==> config.mk <==
export PLATFORM = sky130hd
export DESIGN_NAME = glbc_sampler
export DESIGN_NICKNAME = d
export VERILOG_FILES = /design/src/design/glbc_pkg.sv /design/src/design/glbc_sampler.sv
export SDC_FILE = /design/constraint.sdc
export NUM_CORES = 1
export LEC_CHECK = 0
export BUFFER_PORTS_ARGS = -buffer_cell sky130_fd_sc_hd__buf_2
export CAP_MARGIN = 20
export CORE_MARGIN = 10
export CORE_UTILIZATION = 40
export CTS_BUF_LIST = sky130_fd_sc_hd__clkbuf_8
export DETAILED_ROUTE_END_ITERATION = 7
export HOLD_SLACK_MARGIN = 0.03
export PLACE_DENSITY_LB_ADDON = 0.25
export SLEW_MARGIN = 20
export SYNTH_ARGS = -nofsm -noshare
export SYNTH_HDL_FRONTEND = slang
export SYNTH_SLANG_ARGS = --single-unit
==> constraint.sdc <==
create_clock -name clk -period 10.7 [get_ports clk]
set_input_delay 0.535 -clock clk [delete_from_list [all_inputs] [get_ports clk]]
set_output_delay 0.535 -clock clk [all_outputs]
set_load 0.1 [all_outputs]
==> src/design/glbc_pkg.sv <==
// Shared types, constants and helpers for the grid line barrier check block.
package glbc_pkg;

  localparam int CW      = 10;           // grid index width
  localparam int SW      = CW + 1;       // signed coordinate difference
  localparam int PW      = CW + 2;       // signed sample position
  localparam int ACC_W   = 21;           // signed remainder accumulator
  localparam int WORD_W  = 64;           // map word width
  localparam int WSEL_W  = 6;            // bit select inside a word
  localparam int COLW_W  = CW - WSEL_W;  // word index along a row
  localparam int LINE_W  = 3;
  localparam int NUM_LINES = 5;

  localparam logic CMD_WRITE = 1'b0;
  localparam logic CMD_QUERY = 1'b1;

  localparam logic MODE_WEAK   = 1'b0;
  localparam logic MODE_STRONG = 1'b1;

  localparam logic [LINE_W-1:0] LINE_MID  = 3'd0;
  localparam logic [LINE_W-1:0] LINE_LAST = 3'd4;

  localparam logic signed [ACC_W-1:0] K200 = 21'sd200;

  typedef enum logic [3:0] {
    ST_CLEAR,
    ST_IDLE,
    ST_WR_WB,
    ST_Q_SETUP,
    ST_L_LOAD,
    ST_L_NORM,
    ST_WALK,
    ST_FINISH
  } state_t;

  typedef struct packed {
    logic              load;
    logic              norm;
    logic              adv;
    logic              half;
    logic [LINE_W-1:0] line;
  } smp_ctrl_t;

  typedef struct packed {
    logic signed [PW-1:0] cx;
    logic signed [PW-1:0] cy;
    logic                 neg_tie;
  } smp_pt_t;

  // Offset term (2*off + 100) in hundredths for the first axis.
  function automatic logic [7:0] off_x(input logic [LINE_W-1:0] line);
    logic [7:0] c;
    case (line)
      3'd0:    c = 8'd100;
      3'd1:    c = 8'd2;
      3'd2:    c = 8'd198;
      3'd3:    c = 8'd2;
      3'd4:    c = 8'd198;
      default: c = 8'd100;
    endcase
    return c;
  endfunction

  // Offset term (2*off + 100) in hundredths for the second axis.
  function automatic logic [7:0] off_y(input logic [LINE_W-1:0] line);
    logic [7:0] c;
    case (line)
      3'd0:    c = 8'd100;
      3'd1:    c = 8'd2;
      3'd2:    c = 8'd2;
      3'd3:    c = 8'd198;
      3'd4:    c = 8'd198;
      default: c = 8'd100;
    endcase
    return c;
  endfunction

endpackage

==> src/design/glbc_sampler.sv <==
// Sample point stepper: exact rational line position kept as cell plus remainder.
module glbc_sampler (
  input  logic                           clk,
  input  glbc_pkg::smp_ctrl_t            ctrl,
  input  logic [glbc_pkg::CW-1:0]        sink_x,
  input  logic [glbc_pkg::CW-1:0]        sink_y,
  input  logic signed [glbc_pkg::SW-1:0] dx,
  input  logic signed [glbc_pkg::SW-1:0] dy,
  input  logic [glbc_pkg::CW-1:0]        walk_len,
  output glbc_pkg::smp_pt_t              pt
);

  typedef struct packed {
    logic signed [glbc_pkg::PW-1:0]    pos;
    logic signed [glbc_pkg::ACC_W-1:0] rem;
  } fold_t;

  // Bring v into [0, m) with one correction; v lies in [-m, 2m).
  function automatic fold_t fold(input logic signed [glbc_pkg::PW-1:0] pos,
                                 input logic signed [glbc_pkg::ACC_W-1:0] v,
                                 input logic signed [glbc_pkg::ACC_W-1:0] m);
    fold_t r;
    if (v < 0) begin
      r.pos = pos - signed'(glbc_pkg::PW'(1));
      r.rem = v + m;
    end else if (v >= m) begin
      r.pos = pos + signed'(glbc_pkg::PW'(1));
      r.rem = v - m;
    end else begin
      r.pos = pos;
      r.rem = v;
    end
    return r;
  endfunction

  logic signed [glbc_pkg::ACC_W-1:0] mod_r, incx_r, incy_r, wx_r, wy_r;
  logic signed [glbc_pkg::ACC_W-1:0] remx_r, remy_r;
  logic signed [glbc_pkg::PW-1:0]    cx_r, cy_r;

  logic [glbc_pkg::CW:0]             dk;
  logic signed [glbc_pkg::ACC_W-1:0] dk_s, dx_s, dy_s, cx_s, cy_s, px, py;
  logic signed [glbc_pkg::PW-1:0]    sx_p, sy_p;
  fold_t                             fx_norm, fy_norm, fx_adv, fy_adv;

  always_comb begin
    dk   = ctrl.half ? {walk_len, 1'b0} : {1'b0, walk_len};
    dk_s = signed'(glbc_pkg::ACC_W'(dk));
    dx_s = glbc_pkg::ACC_W'(dx);
    dy_s = glbc_pkg::ACC_W'(dy);
    cx_s = signed'(glbc_pkg::ACC_W'(glbc_pkg::off_x(ctrl.line)));
    cy_s = signed'(glbc_pkg::ACC_W'(glbc_pkg::off_y(ctrl.line)));
    px   = dx_s * glbc_pkg::K200;
    py   = dy_s * glbc_pkg::K200;
    sx_p = signed'(glbc_pkg::PW'(sink_x));
    sy_p = signed'(glbc_pkg::PW'(sink_y));
    fx_norm = fold(sx_p, wx_r, mod_r);
    fy_norm = fold(sy_p, wy_r, mod_r);
    fx_adv  = fold(cx_r, remx_r + incx_r, mod_r);
    fy_adv  = fold(cy_r, remy_r + incy_r, mod_r);
  end

  always_ff @(posedge clk) begin
    if (ctrl.load) begin
      mod_r  <= dk_s * glbc_pkg::K200;
      incx_r <= ctrl.half ? (px <<< 1) : px;
      incy_r <= ctrl.half ? (py <<< 1) : py;
      wx_r   <= dk_s * cx_s + px;
      wy_r   <= dk_s * cy_s + py;
    end
    if (ctrl.norm) begin
      cx_r   <= fx_norm.pos;
      remx_r <= fx_norm.rem;
      cy_r   <= fy_norm.pos;
      remy_r <= fy_norm.rem;
    end else if (ctrl.adv) begin
      cx_r   <= fx_adv.pos;
      remx_r <= fx_adv.rem;
      cy_r   <= fy_adv.pos;
      remy_r <= fy_adv.rem;
    end
  end

  // An exact tie at -0.5 rounds away from zero, out of the grid.
  assign pt.cx      = cx_r;
  assign pt.cy      = cy_r;
  assign pt.neg_tie = (cx_r == 0 && remx_r == 0) || (cy_r == 0 && remy_r == 0);

endmodule

# Yosys cells after proc, flatten, opt, wreduce, memory -nomap -nowiden
# Index checks and enable logic that the tools add are counted.
# totals
ff_bits	168
inputBits	60
out_inout_bits	25
word_cells	85
# op_classes
add_sub_neg	20
mul	5
n_lt_le_gt_ge	8
n_eq_ne	4
n_mux	21
reduce_logical	16
# ops
op	count
two-way mux 33 bit	6
zero test 32 bit	4
adder 21 bit	6
greater-or-equal comparator 21 bit	4
< comparator 21 x 1 -> 1 bit, second input constant	4
two-way mux 21 bit	4
subtractor 21 bit	4
two-way mux 32 bit	2
two-way mux 12 bit	4
adder 20 x 20 -> 21 bit	2
two-way mux 20 bit	2
multiplier 11 x 8 -> 19 bit	2
multiplier 11 x 6 -> 17 bit, second input constant	2
case mux 8 bit (2 select lines)	2
adder 12 x 2 -> 12 bit, second input constant	2
subtractor 12 x 2 -> 12 bit, second input constant	2
adder 10 x 1 -> 11 bit, second input constant	2
subtractor 10 x 1 -> 11 bit, second input constant	2
multiplier 11 x 5 -> 16 bit, second input constant	1
two-way mux 11 bit	1
OR reduction 2 bit	4
== test 3 x 2 -> 1 bit, second input constant	2
nonzero test 3 bit	2
AND reduction 2 bit	2
other kinds (5)	6

# Logic depth before layout (Yosys ltp)
# logic_depth
word_depth	6
depth_mapped	27
depth_no_buf	26

# Worst setup path before layout
# OpenSTA, ideal clock, no wires.
# synth_timing
path_kind	input-to-reg
start	in ctrl[3] (netlist bit)
end	reg wx_r[19] (netlist bit) (data pin)
setup_time_ns	0.266
arrival_time_ns	6.111
setup_slack_ns	4.323
cell_stages	23
path_buffers	1
path_cell_list	buf_1 -> mux2i_1 -> nor2_1 -> fa_1 -> inv_1 -> fa_1 -> inv_1 -> fa_1 -> ha_1 -> ha_1 -> o21ai_0 -> a21boi_0 -> o21ai_0 -> a21oi_1 -> nor2_1 -> ha_1 -> or3_1 -> o211a_1 -> o21ai_0 -> a21boi_0 -> o41ai_1 -> o2111ai_1 -> xnor2_1
# synth_via
elab_chain_cells	3
# synth_lines
element	line	source
start, declared	glbc_sampler.sv:4	input glbc_pkg::smp_ctrl_t ctrl,
two-way mux 11 bit	glbc_sampler.sv:46	dk = ctrl.half ? {walk_len, 1'b0} : {1'b0, walk_len};
multiplier 11 x 8 -> 19 bit	glbc_sampler.sv:67	wx_r <= dk_s * cx_s + px;
adder 20 x 20 -> 21 bit	glbc_sampler.sv:67	
end signal, assigned	glbc_sampler.sv:67	
end, declared	glbc_sampler.sv:36	logic signed [glbc_pkg::ACC_W-1:0] mod_r, incx_r, incy_r, wx_r, wy_r;
# No other way between the ends.
# A chain may end at the register's enable or synchronous reset.

# Worst setup path after layout
# Same ends and word-level chain as after synthesis.

==> results.md <==
- The start of the worst register-to-register path is incy_r[3]$_SDFFCE_PP0P_.
- For this run, the slowest stage of the critical path takes 650 ps.
- The number of buffers added for setup after CTS is 0.
- The share of layout cells above drive strength 1 is 0.06853.
- In this run the tightest slew margin relative to its limit is 0.3170.
- Across the routed clock network, the largest skew measured is 24.62 ps.
- Across every metal layer, demand over resource in global routing totals 0.2117.
- The most frequent cell after synthesis is ha_1.
- The area of the core is 0.06013 mm^2.
- In this run the critical register-to-register path is captured at remy_r[8]$_DFFE_PN_.
- For this run the aggregate overflow at the end of global routing stands at 0.
- The H-tree depth is 4.
- The clock passes through at most 2 buffers.
- The end of the worst hold path is incy_r[18]$_DFFE_PP_.
- Broken down by cell family, the worst path's largest delay share belongs to adder cells.
- At the end of the flow, the number of nets in the layout was 3436.
- The detailed router finished its first iteration with 2337 violations.
- The final total negative setup slack is 0 ps.
- The number of max-slew violations in the final report is 0.
- Measured along the x axis, the die boundary spans 265.9 um.
- Setup repair after global routing left no endpoint under its margin.
- The critical path launch point type is an input pin.
- Port buffering added 84 buffers.
- In this run, synthesis produced a sequential element count of 156.
- Data on the critical path arrives at its endpoint at 7060 ps.
- The DRC violation count after routing is 0.
- In this run the most critical hold path is launched from ctrl[6].
- During I/O placement, the number of pins put on the boundary was 85.
- Entering global routing, the biggest net connects 80 pins.
- The final number of setup-violating endpoints is 0.
- STA classifies the critical path endpoint as a flip-flop.
- The yosys synthesis warning count is 0.
- Of all cell types, the one taking the most synthesized area is ha_1.
- Relative to the synthesized area, the layout overhead comes to 6.212%.
- Measured along the y axis, the die boundary spans 265.9 um.
- The final clock period utilization by the worst path is 0.6372.
- Counting buffers and inverters, the worst setup path is 23 cells deep.
- The count of nets left with antenna violations once routing finished came out at 0.
- Along the worst path, the maximum fanout reaches 48.
- The number of cells on the worst reg-to-reg path is 17.
- The type of the setup path with the least slack is input pin to flip-flop.
- After clock tree synthesis, the clock-pin slew on the worst setup and hold paths is 100 ps.
- The number of global-route vias before repair is 21030.
- The average instance area after synthesis is 8.420 um^2.
- The clock sink count is 156.
- The clock insertion delay at the later pin of the skew report is 510 ps.
- The max-capacitance violation count is 0.
- The count of buffering cells on the critical path with inverters included is 3.
- The mean number of vias per cell is 5.941.
- Ranked by total cell area, the synthesized netlist is headed by ha_1 21%, edfxtp_1 19%, fa_1 6.8%.
- The die outline area is 0.07071 mm^2.
- Of the post-synthesis cell area, the dominant cell type holds 0.2084.
- Counting the buffers created by CTS gives 17.
- Synthesis produced 2873 cells.
- The first TritonRoute pass finished after 5 iterations.
- The hold-fix buffer count after cts is 0.
- The net count after synthesis is 3418.
- Of all flip-flops after synthesis, the portion carrying an async set or reset was 0.
- The final hold violation count is 0.
- The minimum clock period after layout is 6819 ps.
- The clock tree from TritonCTS is built.
- In this run the core area contains 90 standard-cell rows.
- The total routed wirelength is 77250 um.
- Counting distinct cell types in the post-synthesis netlist gives 94.
- After synthesis, the most frequently instantiated cells are 403 x ha_1, 302 x inv_1, 287 x nor2_1.
- The first global-routing pass estimated 118700 um of wire.
- STA puts the critical path data required time at 10940 ps.
- The detail-routed net length per standard cell is 20.95 um.
- The mapped netlist covers 0.02419 mm^2.
- Detailed placement ended at an HPWL of 60530 um.
- The most instantiated flip-flop cell in the synthesis netlist is edfxtp_1.
- The transition time at the pin with the least slew margin is 996.0 ps.
- The number of instances resized during post-cts repair is 0.
- The count of flip-flops with a built-in enable after synthesis is 156.
- The buffer cell driving the clock tree root is clkbuf_8.
- The run finished with clean final reports.
- The signal on the critical path passes through buf_4 > mux2i_1 > nor2_1 > fa_1 > inv_1 > fa_1 > inv_1 > fa_1 > ha_1 > ha_1 > o21ai_0 > a21boi_0 > o21ai_0 > a21oi_1 > nor2_1 > ha_1 > or3_1 > o211a_1 > o21ai_0 > a21boi_0 > o41ai_1 > o2111ai_1 > xnor2_1.
- The initial core utilization is 0.4023.
- The share of the Yosys chip area taken by registers is 0.1936.
- The count of cells along the worst hold path is 1.
- The maximum clock frequency is 146.7 MHz.
- The master of the slowest instance on the critical path is mux2i_1.
- The initial antenna violation count was 2.
- At the end of the flow the core is filled with cells to 0.4273.
- The path category of the worst min-delay check is input pin to flip-flop.
- Across all layers, the routed design uses 21900 vias.
- The setup check on the worst reg-to-reg path leaves a slack of 4330 ps.
- The last weighted congestion value of the routability-driven placer is 0.9470.
[cell usage in the layout, fill, tap and decap left out, types with 22 or more instances in the layout]
cell type | synthesis | layout
o21bai_1 | 28 | 28
ha_1 | 403 | 403
a221oi_1 | 23 | 23
and3_1 | 31 | 31
nor4_1 | 24 | 24
nor3_1 | 75 | 75
mux2_2 | 29 | 29
a31oi_1 | 34 | 34
edfxtp_1 | 156 | 156
inv_1 | 302 | 303
nand2_1 | 177 | 177
mux2i_1 | 25 | 25
o21a_1 | 31 | 31
a21o_1 | 72 | 72
a21oi_1 | 212 | 212
o21ai_0 | 131 | 130
buf_2 | 12 | 81
nand3_1 | 43 | 43
fa_1 | 82 | 82
a211oi_1 | 31 | 31
nand2b_1 | 43 | 43
or3_1 | 23 | 23
xnor2_1 | 125 | 125
xor2_1 | 45 | 45
buf_4 | 5 | 22
nor2b_1 | 29 | 29
nor2_1 | 287 | 287
[state kept, by name, indices dropped and copies added, names as in the netlist]
name and count:
cx_r 12, cy_r 12, incx_r 18, incy_r 18, mod_r 16, remx_r 20
remy_r 20, wx_r 20, wy_r 20
[cell type report]
type | instances | area [um^2]
Antenna cell | 1 | 2.502
Clock buffer | 17 | 234.0
Clock inverter | 15 | 152.6
Fill cell | 5961 | 34440
Inverter | 304 | 1141
Multi-Input combinational cell | 2309 | 17930
Sequential cell | 156 | 4684
Tap cell | 782 | 978.4
Timing Repair Buffer | 103 | 570.5
[metrics by stage]
step / cells / setup WS (ps) / instance area, um^2 / hold WS [ps]
6_report: 3687 / 3881 / 25690 / 374.6
5_1_grt: 3687 / 3349 / 25690 / 380.5
4_1_cts: 3686 / 3613 / 25690 / 356.9
3_5_place_dp: 3654 / 3086 / 25300 / 566.9
3_3_place_gp: 3654 / 3443 / 25300 / 548.1
2_1_floorplan: 2873 / 4323 / 24190 / 529.6
[logic make-up after synthesis]
family          synth area share
flops                     0.1936
fa+ha+maj                 0.2763
buf+inv                  0.06533
compound gates            0.2188
simple gates              0.1596
xor+xnor                 0.06155
mux                      0.02477
[per-layer routing]
layer,share of wire,global-route usage
met1,0.46,0.2962
met2,0.44,0.3292
met3,0.067,0.02454
met4,0.033,0.07922
met5,0.00017,0
[worst max path at each step]
stage          startpoint                 end
3_5_place_dp      ctrl[3]  wx_r[19]$_DFFE_PP_
2_1_floorplan     ctrl[3]  wx_r[19]$_DFFE_PP_
3_3_place_gp      ctrl[3]  wx_r[19]$_DFFE_PP_
4_1_cts           ctrl[3]  wx_r[19]$_DFFE_PP_
5_1_grt           ctrl[3]  wx_r[19]$_DFFE_PP_
6_report          ctrl[3]  wx_r[19]$_DFFE_PP_
Power is left out: the tool's default activity adds up to more than one toggle a clock period on the data nets, which glitch-free logic cannot reach.
